## src/hw/rtl/cpualu_pkg.sv

```systemverilog
// Shared types and constants for the CPU ALU with decimal adjust.
`default_nettype none
package cpualu_pkg;

  typedef enum logic [4:0] {
    ACT_ADD    = 5'd0,
    ACT_ADC    = 5'd1,
    ACT_SUB    = 5'd2,
    ACT_SBC    = 5'd3,
    ACT_AND    = 5'd4,
    ACT_XOR    = 5'd5,
    ACT_OR     = 5'd6,
    ACT_CP     = 5'd7,
    ACT_INC    = 5'd8,
    ACT_DEC    = 5'd9,
    ACT_DAA    = 5'd10,
    ACT_CPL    = 5'd11,
    ACT_SCF    = 5'd12,
    ACT_CCF    = 5'd13,
    ACT_RLCA   = 5'd14,
    ACT_RLA    = 5'd15,
    ACT_RRCA   = 5'd16,
    ACT_RRA    = 5'd17,
    ACT_RLC    = 5'd18,
    ACT_RRC    = 5'd19,
    ACT_RL     = 5'd20,
    ACT_RR     = 5'd21,
    ACT_SLA    = 5'd22,
    ACT_SRA    = 5'd23,
    ACT_SWAP   = 5'd24,
    ACT_SRL    = 5'd25,
    ACT_ADD16  = 5'd26,
    ACT_ADDSP  = 5'd27
  } action_t;

  localparam logic [7:0] DAA_LIMIT    = 8'h99;
  localparam logic [7:0] DAA_HIGH_ADJ = 8'h60;
  localparam logic [7:0] DAA_LOW_ADJ  = 8'h06;
  localparam logic [3:0] DAA_NIB_MAX  = 4'h9;

  typedef struct packed {
    logic z;
    logic n;
    logic h;
    logic c;
  } flags_t;

  typedef struct packed {
    action_t     action;
    logic [15:0] a;
    logic [15:0] b;
    flags_t      flags;
  } op_t;

  typedef struct packed {
    logic [15:0] result;
    flags_t      flags;
  } res_t;

endpackage
`default_nettype wire

```

## src/hw/rtl/cpualu_core.sv

```systemverilog
// Combinational datapath of the ALU: one operation to result and flags.
`default_nettype none
module cpualu_core (
  input  wire cpualu_pkg::op_t op,
  output cpualu_pkg::res_t     res
);
  import cpualu_pkg::*;

  logic [7:0]  a;
  logic [7:0]  b;
  logic        ci;
  logic        cy;
  logic [8:0]  sum9;
  logic [4:0]  hsum;
  logic [8:0]  diff9;
  logic [4:0]  hdiff;
  logic [7:0]  r8;
  logic [7:0]  daa_val;
  logic        daa_c;
  logic [16:0] sum17;
  logic [12:0] sum13;
  logic [15:0] sp_ext;
  logic [8:0]  sp_sum9;
  logic [4:0]  sp_hsum;

  always_comb begin
    a  = op.a[7:0];
    b  = op.b[7:0];
    ci = op.flags.c;
    cy = ((op.action == ACT_ADC) || (op.action == ACT_SBC)) ? ci : 1'b0;

    sum9  = {1'b0, a} + {1'b0, b} + {8'd0, cy};
    hsum  = {1'b0, a[3:0]} + {1'b0, b[3:0]} + {4'd0, cy};
    diff9 = {1'b0, a} - {1'b0, b} - {8'd0, cy};
    hdiff = {1'b0, a[3:0]} - {1'b0, b[3:0]} - {4'd0, cy};

    // Decimal adjust: high correction first, then low on the corrected value
    daa_c = ci;
    if (op.flags.n) begin
      daa_val = a - (ci ? DAA_HIGH_ADJ : 8'h00) - (op.flags.h ? DAA_LOW_ADJ : 8'h00);
    end else begin
      daa_val = a;
      if (ci || (a > DAA_LIMIT)) begin
        daa_val = a + DAA_HIGH_ADJ;
        daa_c   = 1'b1;
      end
      if (op.flags.h || (daa_val[3:0] > DAA_NIB_MAX)) begin
        daa_val = daa_val + DAA_LOW_ADJ;
      end
    end

    sum17   = {1'b0, op.a} + {1'b0, op.b};
    sum13   = {1'b0, op.a[11:0]} + {1'b0, op.b[11:0]};
    sp_ext  = {{8{b[7]}}, b};
    sp_sum9 = {1'b0, a} + {1'b0, b};
    sp_hsum = {1'b0, a[3:0]} + {1'b0, b[3:0]};

    r8         = 8'd0;
    res.result = op.a;
    res.flags  = op.flags;

    case (op.action)
      ACT_ADD, ACT_ADC: begin
        r8        = sum9[7:0];
        res.flags = '{z: (r8 == 8'd0), n: 1'b0, h: hsum[4], c: sum9[8]};
        res.result = {8'd0, r8};
      end
      ACT_SUB, ACT_SBC, ACT_CP: begin
        r8        = diff9[7:0];
        res.flags = '{z: (r8 == 8'd0), n: 1'b1, h: hdiff[4], c: diff9[8]};
        res.result = (op.action == ACT_CP) ? op.a : {8'd0, r8};
      end
      ACT_AND: begin
        r8         = a & b;
        res.flags  = '{z: (r8 == 8'd0), n: 1'b0, h: 1'b1, c: 1'b0};
        res.result = {8'd0, r8};
      end
      ACT_XOR: begin
        r8         = a ^ b;
        res.flags  = '{z: (r8 == 8'd0), n: 1'b0, h: 1'b0, c: 1'b0};
        res.result = {8'd0, r8};
      end
      ACT_OR: begin
        r8         = a | b;
        res.flags  = '{z: (r8 == 8'd0), n: 1'b0, h: 1'b0, c: 1'b0};
        res.result = {8'd0, r8};
      end
      ACT_INC: begin
        r8         = a + 8'd1;
        res.flags  = '{z: (r8 == 8'd0), n: 1'b0, h: (a[3:0] == 4'hF), c: ci};
        res.result = {8'd0, r8};
      end
      ACT_DEC: begin
        r8         = a - 8'd1;
        res.flags  = '{z: (r8 == 8'd0), n: 1'b1, h: (a[3:0] == 4'h0), c: ci};
        res.result = {8'd0, r8};
      end
      ACT_DAA: begin
        r8         = daa_val;
        res.flags  = '{z: (r8 == 8'd0), n: op.flags.n, h: 1'b0, c: daa_c};
        res.result = {8'd0, r8};
      end
      ACT_CPL: begin
        res.flags  = '{z: op.flags.z, n: 1'b1, h: 1'b1, c: ci};
        res.result = {8'd0, ~a};
      end
      ACT_SCF: begin
        res.flags = '{z: op.flags.z, n: 1'b0, h: 1'b0, c: 1'b1};
      end
      ACT_CCF: begin
        res.flags = '{z: op.flags.z, n: 1'b0, h: 1'b0, c: ~ci};
      end
      ACT_RLCA, ACT_RLC: begin
        r8         = {a[6:0], a[7]};
        res.flags  = '{z: (op.action == ACT_RLC) && (r8 == 8'd0), n: 1'b0, h: 1'b0,
                       c: a[7]};
        res.result = {8'd0, r8};
      end
      ACT_RLA, ACT_RL: begin
        r8         = {a[6:0], ci};
        res.flags  = '{z: (op.action == ACT_RL) && (r8 == 8'd0), n: 1'b0, h: 1'b0,
                       c: a[7]};
        res.result = {8'd0, r8};
      end
      ACT_RRCA, ACT_RRC: begin
        r8         = {a[0], a[7:1]};
        res.flags  = '{z: (op.action == ACT_RRC) && (r8 == 8'd0), n: 1'b0, h: 1'b0,
                       c: a[0]};
        res.result = {8'd0, r8};
      end
      ACT_RRA, ACT_RR: begin
        r8         = {ci, a[7:1]};
        res.flags  = '{z: (op.action == ACT_RR) && (r8 == 8'd0), n: 1'b0, h: 1'b0,
                       c: a[0]};
        res.result = {8'd0, r8};
      end
      ACT_SLA: begin
        r8         = {a[6:0], 1'b0};
        res.flags  = '{z: (r8 == 8'd0), n: 1'b0, h: 1'b0, c: a[7]};
        res.result = {8'd0, r8};
      end
      ACT_SRA: begin
        r8         = {a[7], a[7:1]};
        res.flags  = '{z: (r8 == 8'd0), n: 1'b0, h: 1'b0, c: a[0]};
        res.result = {8'd0, r8};
      end
      ACT_SWAP: begin
        r8         = {a[3:0], a[7:4]};
        res.flags  = '{z: (r8 == 8'd0), n: 1'b0, h: 1'b0, c: 1'b0};
        res.result = {8'd0, r8};
      end
      ACT_SRL: begin
        r8         = {1'b0, a[7:1]};
        res.flags  = '{z: (r8 == 8'd0), n: 1'b0, h: 1'b0, c: a[0]};
        res.result = {8'd0, r8};
      end
      ACT_ADD16: begin
        res.flags  = '{z: op.flags.z, n: 1'b0, h: sum13[12], c: sum17[16]};
        res.result = sum17[15:0];
      end
      ACT_ADDSP: begin
        res.flags  = '{z: 1'b0, n: 1'b0, h: sp_hsum[4], c: sp_sum9[8]};
        res.result = op.a + sp_ext;
      end
      default: begin
        // unused codes: pass operand and flags through
        res.result = op.a;
        res.flags  = op.flags;
      end
    endcase
  end

endmodule
`default_nettype wire

```

## src/hw/rtl/cpu_alu_with_bcd_adjust.sv

```systemverilog
// Top level of the CPU ALU: input register, ALU datapath, result register.
// Usage
//   Input channel: drive in_valid with action, operand_a, operand_b and the
//   four incoming flags. A beat is taken at a rising edge of clk where
//   in_valid is high and in_stall is low.
//   Output channel: out_valid marks a result beat on result and the four new
//   flags; the beat is delivered at an edge where out_stall is low.
//   Every operation gives exactly one result beat, in issue order.
// Latency and throughput
//   A taken beat passes through two register stages (input register, then
//   result register) before it is shown on the outputs. One beat per
//   cycle is sustained while out_stall is low; the combinational ALU datapath
//   between the two registers sets that figure.
// Stall
//   While the receiver stalls, the result register holds its beat and the
//   input register holds the next one; in_stall rises only when both are
//   full, so two beats are buffered before the sender is held.
// Reset
//   rst (synchronous, active high) empties both stages. The ALU keeps no
//   other state, so nothing else needs clearing.
`default_nettype none
module cpu_alu_with_bcd_adjust (
  input  wire logic        clk,
  input  wire logic        rst,
  input  wire logic        in_valid,
  output logic             in_stall,
  input  wire logic [4:0]  action,
  input  wire logic [15:0] operand_a,
  input  wire logic [15:0] operand_b,
  input  wire logic        zero_in,
  input  wire logic        sub_in,
  input  wire logic        half_in,
  input  wire logic        carry_in,
  output logic             out_valid,
  input  wire logic        out_stall,
  output logic [15:0]      result,
  output logic             zero_out,
  output logic             sub_out,
  output logic             half_out,
  output logic             carry_out
);
  import cpualu_pkg::*;

  logic   s1_valid;
  op_t    s1_op;
  res_t   alu_res;
  res_t   out_res;
  logic   out_load;
  logic   s1_load;

  // Result register takes a new beat when empty or when its beat leaves now
  assign out_load = !out_valid || !out_stall;
  // Input register advances with the result register, or fills when empty
  assign s1_load  = !s1_valid || out_load;
  assign in_stall = !s1_load;

  always_ff @(posedge clk) begin
    if (rst) begin
      s1_valid <= 1'b0;
    end else if (s1_load) begin
      s1_valid <= in_valid;
    end
  end

  // Payload: hold while stalled, no reset needed
  always_ff @(posedge clk) begin
    if (s1_load && in_valid) begin
      s1_op <= '{action: action_t'(action), a: operand_a, b: operand_b,
                 flags: '{z: zero_in, n: sub_in, h: half_in, c: carry_in}};
    end
  end

  cpualu_core u_core (
    .op  (s1_op),
    .res (alu_res)
  );

  always_ff @(posedge clk) begin
    if (rst) begin
      out_valid <= 1'b0;
    end else if (out_load) begin
      out_valid <= s1_valid;
    end
  end

  always_ff @(posedge clk) begin
    if (out_load && s1_valid) begin
      out_res <= alu_res;
    end
  end

  assign result    = out_res.result;
  assign zero_out  = out_res.flags.z;
  assign sub_out   = out_res.flags.n;
  assign half_out  = out_res.flags.h;
  assign carry_out = out_res.flags.c;

  // An accepted beat always lands in the input register
  a_accept_lands: assert property (@(posedge clk) disable iff (rst)
    (in_valid && !in_stall) |=> s1_valid)
    else $error("accepted beat lost before input register");

  // A waiting beat moves into an empty result register
  a_stage_moves: assert property (@(posedge clk) disable iff (rst)
    (s1_valid && !out_valid) |=> out_valid)
    else $error("beat not advanced into empty result register");

  // With nothing behind it, a delivered result is not shown again
  a_no_repeat: assert property (@(posedge clk) disable iff (rst)
    (out_valid && !out_stall && !s1_valid) |=> !out_valid)
    else $error("result beat repeated");

  // The sender is held only while both stages are full
  a_stall_full: assert property (@(posedge clk) disable iff (rst)
    in_stall |-> (s1_valid && out_valid && out_stall))
    else $error("input stalled with free buffer space");

endmodule
`default_nettype wire

```

## config.mk

```make
export PLATFORM = sky130hd
export DESIGN_NAME = cpu_alu_with_bcd_adjust
export DESIGN_NICKNAME = d
export VERILOG_FILES = /design/src/hw/rtl/cpualu_pkg.sv /design/src/hw/rtl/cpualu_core.sv /design/src/hw/rtl/cpu_alu_with_bcd_adjust.sv
export SDC_FILE = /design/constraint.sdc
export NUM_CORES = 1
export LEC_CHECK = 0
export BUFFER_PORTS_ARGS = -buffer_cell sky130_fd_sc_hd__buf_2
export CAP_MARGIN = 20
export CORE_MARGIN = 1
export CORE_UTILIZATION = 30
export CTS_CLUSTER_SIZE = 25
export DETAILED_ROUTE_END_ITERATION = 12
export PLACE_DENSITY = 0.46
export SYNTH_ARGS = -nofsm -noshare
export SYNTH_HDL_FRONTEND = slang
export SYNTH_HIERARCHICAL = 1
export SYNTH_SLANG_ARGS = --single-unit
```

## constraint.sdc

```tcl
create_clock -name clk -period 5.1 [get_ports clk]
set_clock_uncertainty 0.05 [all_clocks]
set_input_delay 0.255 -clock clk [delete_from_list [all_inputs] [get_ports clk]]
set_output_delay 0.255 -clock clk [all_outputs]
set_load 0.01 [all_outputs]
```

Yosys cells after proc, flatten, opt, wreduce, memory -nomap -nowiden
Index checks and enable logic that the tools add are counted.
Widths: inputs -> output; s select.
{"block": "word_totals", "reg_bits": 63, "input_bits": 45, "out_inout_bits": 22, "elab_cells": 117}
{"block": "op_classes", "add_sub_neg": 17, "magnitude_cmp": 2, "n_eq_ne": 28, "muxes": 12, "bitwise": 5, "reduce_logical": 39}
{"op": "$pmux 16 s19", "n": 1}
{"op": "$logic_not 8->1", "n": 14}
{"op": "$pmux 4 s21", "n": 1}
{"op": "$eq 5x5->1 const B", "n": 12}
{"op": "$eq 5x4->1 const B", "n": 8}
{"op": "$mux 8", "n": 4}
{"op": "$eq 5x3->1 const B", "n": 4}
{"op": "$add 16x16->17", "n": 1}
{"op": "$add 16x16->16", "n": 1}
{"op": "$mux 16", "n": 1}
{"op": "$sub 8x8->8", "n": 2}
{"op": "$logic_not 7->1", "n": 2}
{"op": "$add 12x12->13", "n": 1}
{"op": "$eq 5x2->1 const B", "n": 2}
{"op": "$reduce_or 2->1", "n": 5}
{"op": "$add 8x8->9", "n": 1}
{"op": "$add 9x1->9", "n": 1}
{"op": "$sub 8x8->9", "n": 1}
{"op": "$sub 9x1->9", "n": 1}
{"op": "$add 8x1->8 const B", "n": 1}
{"op": "$add 8x3->8 const B", "n": 1}
{"op": "$add 8x7->8 const B", "n": 1}
{"op": "$and 8x8->8", "n": 1}
{"op": "$gt 8x8->1 const B", "n": 1}
{"op": "21 further kinds", "n": 35}

Longest topological paths before layout
Gate-level depths: netlist of run 1.
{"block": "depth", "depth_word": 10, "mapped_depth": 16, "mapped_depth_nobuf": 14}

Modules after synthesis
Netlist of run 1, hierarchy kept.
{"mod": "cpualu_core", "n_inst": 1, "cells_each": 655, "area_each_um2": 4546.9}
{"mod": "cpu_alu_with_bcd_adjust", "n_inst": 1, "cells_each": 71, "area_each_um2": 1918.1}

Worst setup path after synthesis of run 1
No wires, ideal clock.
{"block": "synth_timing", "path_kind": "reg2reg", "start": "register s1_op[36] in the netlist's numbering", "end": "register out_res (netlist bit result[2]), data pin", "setup_time_ns": 0.261, "t_arrival_ns": 3.453, "path_slack_ns": 1.336, "stages_incl_launch_ff": 15, "path_buffers": 2, "period_less_slack_ns": 3.764, "path_cell_list": "edfxtp_1 > buf_2 > buf_1 > nand3_1 > fa_1 > inv_1 > ha_1 > nor2_1 > fa_1 > xor2_1 > a221oi_2 > o211ai_1 > a2111oi_0 > nand3_1 > o32a_1"}
{"element": "from (decl)", "line_no": "cpu_alu_with_bcd_adjust.sv:45", "text": "op_t s1_op;"}
{"element": "from (signal assigned)", "line_no": "cpu_alu_with_bcd_adjust.sv:68", "text": "s1_op <= '{action: action_t'(action), a: operand_a, b: operand_b,"}
{"element": "to (signal assigned)", "line_no": "cpu_alu_with_bcd_adjust.sv:88", "text": "out_res <= alu_res;"}
{"element": "to (decl)", "line_no": "cpu_alu_with_bcd_adjust.sv:47", "text": "res_t out_res;"}

==> qor.txt, run 1 <==
Worst-Margin Slew = 1050 ps
Pwr dens = 254 mW/mm^2
Syn_area_per_cell = 8.90 sq um
Post-DP HPWL = 19.2 mm
CTS root buffer = clkbuf_16
Final setup vio count = 0
Area after DPL = 0.00716 sq mm
Antenna Nets Post-Route = 0
YS warnings = 6
Netlist cell types = 86
Via Count = 6291
Cells after Synth = 726
Initial antenna violation count = 0
Share of cells above drive strength 1 = 0.163
Fin crit period = 3990 ps
Vias in the first global route = 6023
Register area share after synthesis = 0.290
RSZ-0062 raised after global routing = false
Syn_nets = 840
Multi-input logic area = 0.00430 sq mm
Core box area = 0.0211 sq mm
Mux cell area share after synthesis = 0.00619
Pwr Total = 1.89 mW
Post-CTS Setup Inserts = 0
Register Area = 0.00187 sq mm
Clock slew at reported path FFs = 70 ps
Simple-Gate Fraction of Synth Area = 0.195
# clock sinks = 63
Crit share post-route = 0.782
Residual DRC = 0
Rel. slew slack = 0.298
Routability cong. = 0.946
I/O pin count = 67
Slowest stage delay, CP = 550 ps
Die height = 149 um
Post-synthesis xor/xnor area fraction = 0.0732
Final WL = 25.4 mm
Starting Density = 0.307
All-Layer GR Usage = 0.233
Drt via density = 5.87
FILL cells = 2193
Leakage power = 2.92 nW
Area growth syn-to-layout = 15.4%
Yosys reg bits = 63
GRT overflow = 0
Critical-path cell list = nor2_1 -> nand3_1 -> fa_1 -> inv_1 -> ha_1 -> nor2_1 -> fa_1 -> xor2_1 -> a221oi_2 -> o211ai_1 -> a2111oi_0 -> nand3_1 -> o32a_1
Async S/R FF share, synth = 0
Diodes inserted = 0
Critical Path Source Type = flip-flop
Peak supply drop = 0.000137 V
CP endpoint kind = flip-flop
Post-Layout Inst Area = 0.00746 sq mm
Htree depth = 3
Die width = 149 um
Main synth FF type = edfxtp_1
Peak Freq = 251 MHz
Endpoints failing hold = 0
WL/cell = 23.7 um
Die area = 0.0221 sq mm
Largest family of logic cells by synthesized area = compound AO/OA/AOI/OAI gates
Pre-CTS WS = 1170 ps
# rows = 53
Synthesized area = 0.00646 sq mm
CTS buffer count = 9
Nets@finish = 906
Max-Cap Viols = 0
Hold-fix buffers, CTS = 0
Pin count of the biggest net entering global routing = 42
Hold Slack = 23.9 ps
Compound-gate portion of the synthesized area = 0.249
Port bufs = 66
Critical path required time = 5140 ps
Drt pass-1 iters = 5
Setup_tns = 0 ps
Clock Latency Late Sink = 350 ps
Most frequent cells in the layout = buf_2 (66), ha_1 (66), nand2_1 (63)
Post-cts resize count = 0
Number of synthesized flops with an enable pin = 61
Slowest cell on crit path = fa_1
Kind of critical path = reg2reg
Fin. max-slew vios = 0
First-pass GRT wire length = 37.7 mm
Fin worst setup slack = 1110 ps
DR iter-0 viols = 498
Crit path DAT = 4030 ps
HP Class = in2reg
Critical path peak fanout = 4
CTS Buffer Depth = 2
TritonCTS clock tree = yes
Synth Area in Adders = 0.139
Status = complete, no violations
-- flip-flops by register name, indices dropped and copies added, names as in the netlist --
signal	cells
s1_op	41
half_out	1
s1_valid	1
carry_out	1
sub_out	1
out_valid	1
result	16
zero_out	1
-- report_power, final --
part / internal (mW) / switching (mW)
logic: 0.225 / 0.374
registers: 0.608 / 0.0285
clock network: 0.395 / 0.263
-- worst max-delay path: cells and delay by family, from the launching register on --
kind	cells	cell delay, ps
buf+inv	1	110
simple gates	4	700
flops	1	410
compound gates	4	1170
fa+ha+maj	3	1120
xor+xnor	1	180
-- layer usage --
layer	vias to the layer above	share of wire	global-route usage
met5	-	0	0
met4	0	0.031	0.0862
met3	50	0.067	0.0532
li1	2915	-	-
met1	3086	0.46	0.318
met2	240	0.44	0.356
-- cell families (layout without fill, tap and decap cells) --
kind of cell	after synthesis	after routing
AOI/OAI and AO/OA	218	218
xor gates and xnor gates	54	54
adders and majority gates	70	70
buffers and inverters	72	143
DFF	63	63
muxes	4	4
and+or+nand+nor	245	245
-- final timing paths --
path / start / end / slack, ps / cells past startpoint
min: operand_a[1] / s1_op[21] / 20 / 1
max: s1_op[38] / result[2] / 1110 / 13
max reg2reg: s1_op[38] / result[2] / 1110 / 13
min reg2reg: s1_valid / s1_valid / 460 / 2
-- layout make-up --
cell class | count | share of cell area
multi-input cells | 591 | 0.576
flip-flops and latches | 63 | 0.251
repair buffers | 89 | 0.0674
well taps | 275 | 0.0461
clock buffers | 10 | 0.0320
inverters | 38 | 0.0191
clock inverters | 6 | 0.00905
-- Yosys cell counts (11+ instances only) --
master	n	area, sq um
nor2_1	50	188
nand3_1	24	120
o21ai_0	35	175
a21o_1	11	82.6
nor3_1	20	100
xnor2_1	34	298
a21oi_1	39	195
nand2b_1	11	68.8
a211oi_1	12	90.1
nand4_1	14	87.6
edfxtp_1	61	1830
inv_1	36	135
o211ai_1	13	97.6
xor2_1	20	175
nand2_1	63	236
a221oi_1	17	149
ha_1	66	826
clkbuf_1	17	63.8
-- metrics by stage --
stage / utilization / std cells
2_1_floorplan: - / 726
3_3_place_gp: 0.339 / 1055
3_5_place_dp: 0.339 / 1056
4_1_cts: 0.354 / 1072
5_1_grt: 0.354 / 1072
6_report: 0.354 / 1072
Note: power is estimated with default switching activity, not from simulation.
==> run 2, diff against run 1 <==
--- a/config.mk
+++ b/config.mk
@@ -5,6 +5,7 @@
 export SDC_FILE = /design/constraint.sdc
 export NUM_CORES = 1
 export LEC_CHECK = 0
+export ABC_AREA = 1
 export BUFFER_PORTS_ARGS = -buffer_cell sky130_fd_sc_hd__buf_2
 export CAP_MARGIN = 20
 export CORE_MARGIN = 1
==> constraint.sdc (replaced) <==
create_clock -name clk -period 4 [get_ports clk]
set_clock_uncertainty 0.05 [all_clocks]
set_input_delay 0.2 -clock clk [delete_from_list [all_inputs] [get_ports clk]]
set_output_delay 0.2 -clock clk [all_outputs]
set_load 0.01 [all_outputs]
==> qor.txt, run 2 <==
Status = finished with violations
Failing checks = DRC
Async S/R FF share, synth = 0 (unchanged)
Crit path depth = 21 (+8)
Htree depth = 3 (unchanged)
Setup_tns = 0 ps (unchanged)
Crit share post-route = 0.935 (+0.153)
Diodes inserted = 0 (unchanged)
Peak supply drop = 0.000180 V (+31%)
Synthesized area = 0.00676 sq mm (+4.6%)
Crit Reg-Reg Startpoint = s1_op[39]
TritonCTS clock tree = yes
Fin util = 0.377 (+0.0229)
Leakage power = 3.87 nW (+32%)
WL/cell = 18.9 um (-20%)
CP delay by family, top = simple AND/OR/NAND/NOR gates
Cells after Synth = 984 (+36%)
CTS root buffer = clkbuf_16
Critical path peak fanout = 6 (+2)
Pwr Total = 2.57 mW (+36%)
Number of synthesized flops with an enable pin = 61 (unchanged)
Nets@finish = 1222 (+35%)
Endpoints failing hold = 0 (unchanged)
Via Count = 7252 (+15%)
Main synth FF type = edfxtp_1
Post-DP HPWL = 20.5 mm (+7.3%)
Critical Path End = result[4]
Critical path required time = 4040 ps (-1100 ps)
Start point of the critical path = s1_op[39]
Yosys top cell area share = 0.271 (-0.0124)
Antenna Nets Post-Route = 0 (unchanged)
Post-Layout Inst Area = 0.00827 sq mm (+11%)
Syn_area_per_cell = 6.87 sq um (-23%)
CP endpoint kind = flip-flop
Reg2reg setup slack = 260 ps (-850 ps)
Residual DRC = 5 (+5)
CTS buffer count = 9 (unchanged)
First-pass GRT wire length = 40.5 mm (+7.2%)
Die height = 152 um (+2.2%)
Drt via density = 5.21 (-11%)
Pin count of the biggest net entering global routing = 42 (unchanged)
GRT overflow = 0 (unchanged)
Fin. max-slew vios = 0 (unchanged)
Share of cells above drive strength 1 = 0.131 (-0.0319)
Starting Density = 0.308 (+0.00135)
Crit path buf inv count = 5 (+4)
Placed insts = 1334 (+26%)
I/O pin count = 67 (unchanged)
Area after DPL = 0.00751 sq mm (+5.0%)
Critical Path Source Type = flip-flop
Pwr dens = 311 mW/mm^2 (+23%)
Worst-Margin Slew = 898 ps (-151 ps)
CTS Buffer Depth = 2 (unchanged)
Fin crit period = 3740 ps (-249 ps)
Slowest stage delay, CP = 540 ps (about the same)
Register area share after synthesis = 0.277 (-0.0127)
Routability cong. = 0.959 (+1.4%)
Port bufs = 66 (unchanged)
R2R depth = 21 (+8)
Kind of critical path = reg2reg
Drt pass-1 iters = 9 (+4)
Syn_nets = 1098 (+31%)
Core box area = 0.0220 sq mm (+4.1%)
DR iter-0 viols = 631 (+27%)
Top cell type by total area after synthesis = edfxtp_1
Commonest non-fill, non-tap cell in the layout = nand2_1
Slowest cell on crit path = fa_1
Pre-CTS WS = 276 ps (-896 ps)
Die width = 152 um (+2.2%)
Synth cell count leaders = nand2_1 (250), nor2_1 (126), inv_1 (105), nand3_1 (80), ha_1 (66)
R2R Path End = result[4]
Hold Slack = 47.7 ps (+23.9 ps)
Clock Latency Late Sink = 350 ps (about the same)
Area growth syn-to-layout = 22.4%
HP Class = in2reg
Initial antenna violation count = 0 (unchanged)
Vias in the first global route = 7081 (+18%)
Final setup vio count = 0 (unchanged)
Peak Freq = 267 MHz (+6.7%)
Finished Layout Cells = 1393 (+30%)
# rows = 54 (+1.9%)
YS warnings = 6 (unchanged)
Rel. slew slack = 0.400 (+0.103)
All-Layer GR Usage = 0.231 (-0.00131)
Critical-path cell list = inv_2 -> nand2_2 -> nor4_2 -> buf_4 -> inv_1 -> fa_1 -> inv_1 -> ha_1 -> or2_2 -> inv_1 -> fa_1 -> nand2_1 -> nand2_1 -> nand2_1 -> xor2_1 -> o21bai_1 -> o21ai_0 -> nor2_1 -> nand4_1 -> nor2_1 -> a21oi_1
RSZ-0062 raised after global routing = false
Max-Cap Viols = 0 (unchanged)
Final WL = 26.3 mm (+3.5%)
Most frequent cells in the layout = nand2_1 (250), nor2_1 (126), inv_1 (104)
Fin worst setup slack = 260 ps (-851 ps)
# clock sinks = 63 (unchanged)
Crit path DAT = 3780 ps (-250 ps)
Top-count cell post-synth = nand2_1
Yosys reg bits = 63 (unchanged)
Clock slew at reported path FFs = 60 ps (about the same)
Top reg by flops = s1_op
Netlist cell types = 46 (-47%)
Die area = 0.0231 sq mm (+4.5%)
Largest register FFs = 41 (unchanged)
Synth area leaders = edfxtp_1 (27%), nand2_1 (14%), ha_1 (12%)
-- run 2: final cells by class --
cell class / count / area (sq um)
clock inverter: 7 / 103
timing repair buffer: 129 / 908
fill: 2332 / 13700
inverter: 116 / 435
multi-input combinational: 789 / 4380
tap: 280 / 350
sequential: 63 / 1870
clock buffer: 9 / 225
-- run 2: per-layer routing --
metal,global-route usage,up-vias,wire length [um]
met5,0,-,0
li1,-,3570,-
met1,0.305,3371,12100
met4,0.110,0,1010
met3,0.0357,58,1500
met2,0.371,253,11700
-- run 2: what timing repair did --
action	CTS	global route
gates resized for setup	0	1
hold buffers	42	0
buffers inserted	0	1
endpoints found under the hold margin	43	0
setup endpoints to repair	0	2
-- run 2: how the worst min path moves through the flow --
stage | start | endpoint | slack (ps) | cells after the start
floorplan | rst | s1_valid | 210 | 1
global placement | operand_a[11] | s1_op[31] | 330 | 1
detailed placement | rst | s1_valid | 330 | 2
CTS | in_valid | s1_valid | 30 | 3
global route | in_valid | s1_valid | 60 | 3
finish | in_valid | s1_valid | 50 | 3
-- run 2: logic make-up (layout without fill, tap and decap cells) --
| logic type | count (synthesis) | count (layout) | synth area share |
|---|---|---|---|
| and+or+nand+nor | 536 | 536 | 0.346 |
| AOI/OAI and AO/OA | 159 | 159 | 0.137 |
| buffers and inverters | 132 | 261 | 0.0768 |
| adders and majority gates | 69 | 69 | 0.131 |
| DFF | 63 | 63 | 0.277 |
| xor gates and xnor gates | 25 | 25 | 0.0324 |
-- run 2: worst reg2reg max path, stage by stage (launching register included) --
cell	delay, ps
edfxtp_1	480
inv_2	130
nand2_2	70
nor4_2	170
buf_4	200
inv_1	60
fa_1	540
inv_1	80
ha_1	170
or2_2	300
inv_1	80
fa_1	190
nand2_1	60
nand2_1	80
nand2_1	80
xor2_1	150
o21bai_1	130
o21ai_0	90
nor2_1	120
nand4_1	100
nor2_1	100
a21oi_1	40
-- run 2: power by group --
part | internal, mW | switching (mW) | total (mW) | leakage (nW)
Combinational | 0.294 | 0.555 | 0.848 | 3.10
Clock | 0.554 | 0.355 | 0.909 | 0.157
Sequential | 0.783 | 0.0307 | 0.814 | 0.607
Total | 1.63 | 0.940 | 2.57 | 3.87
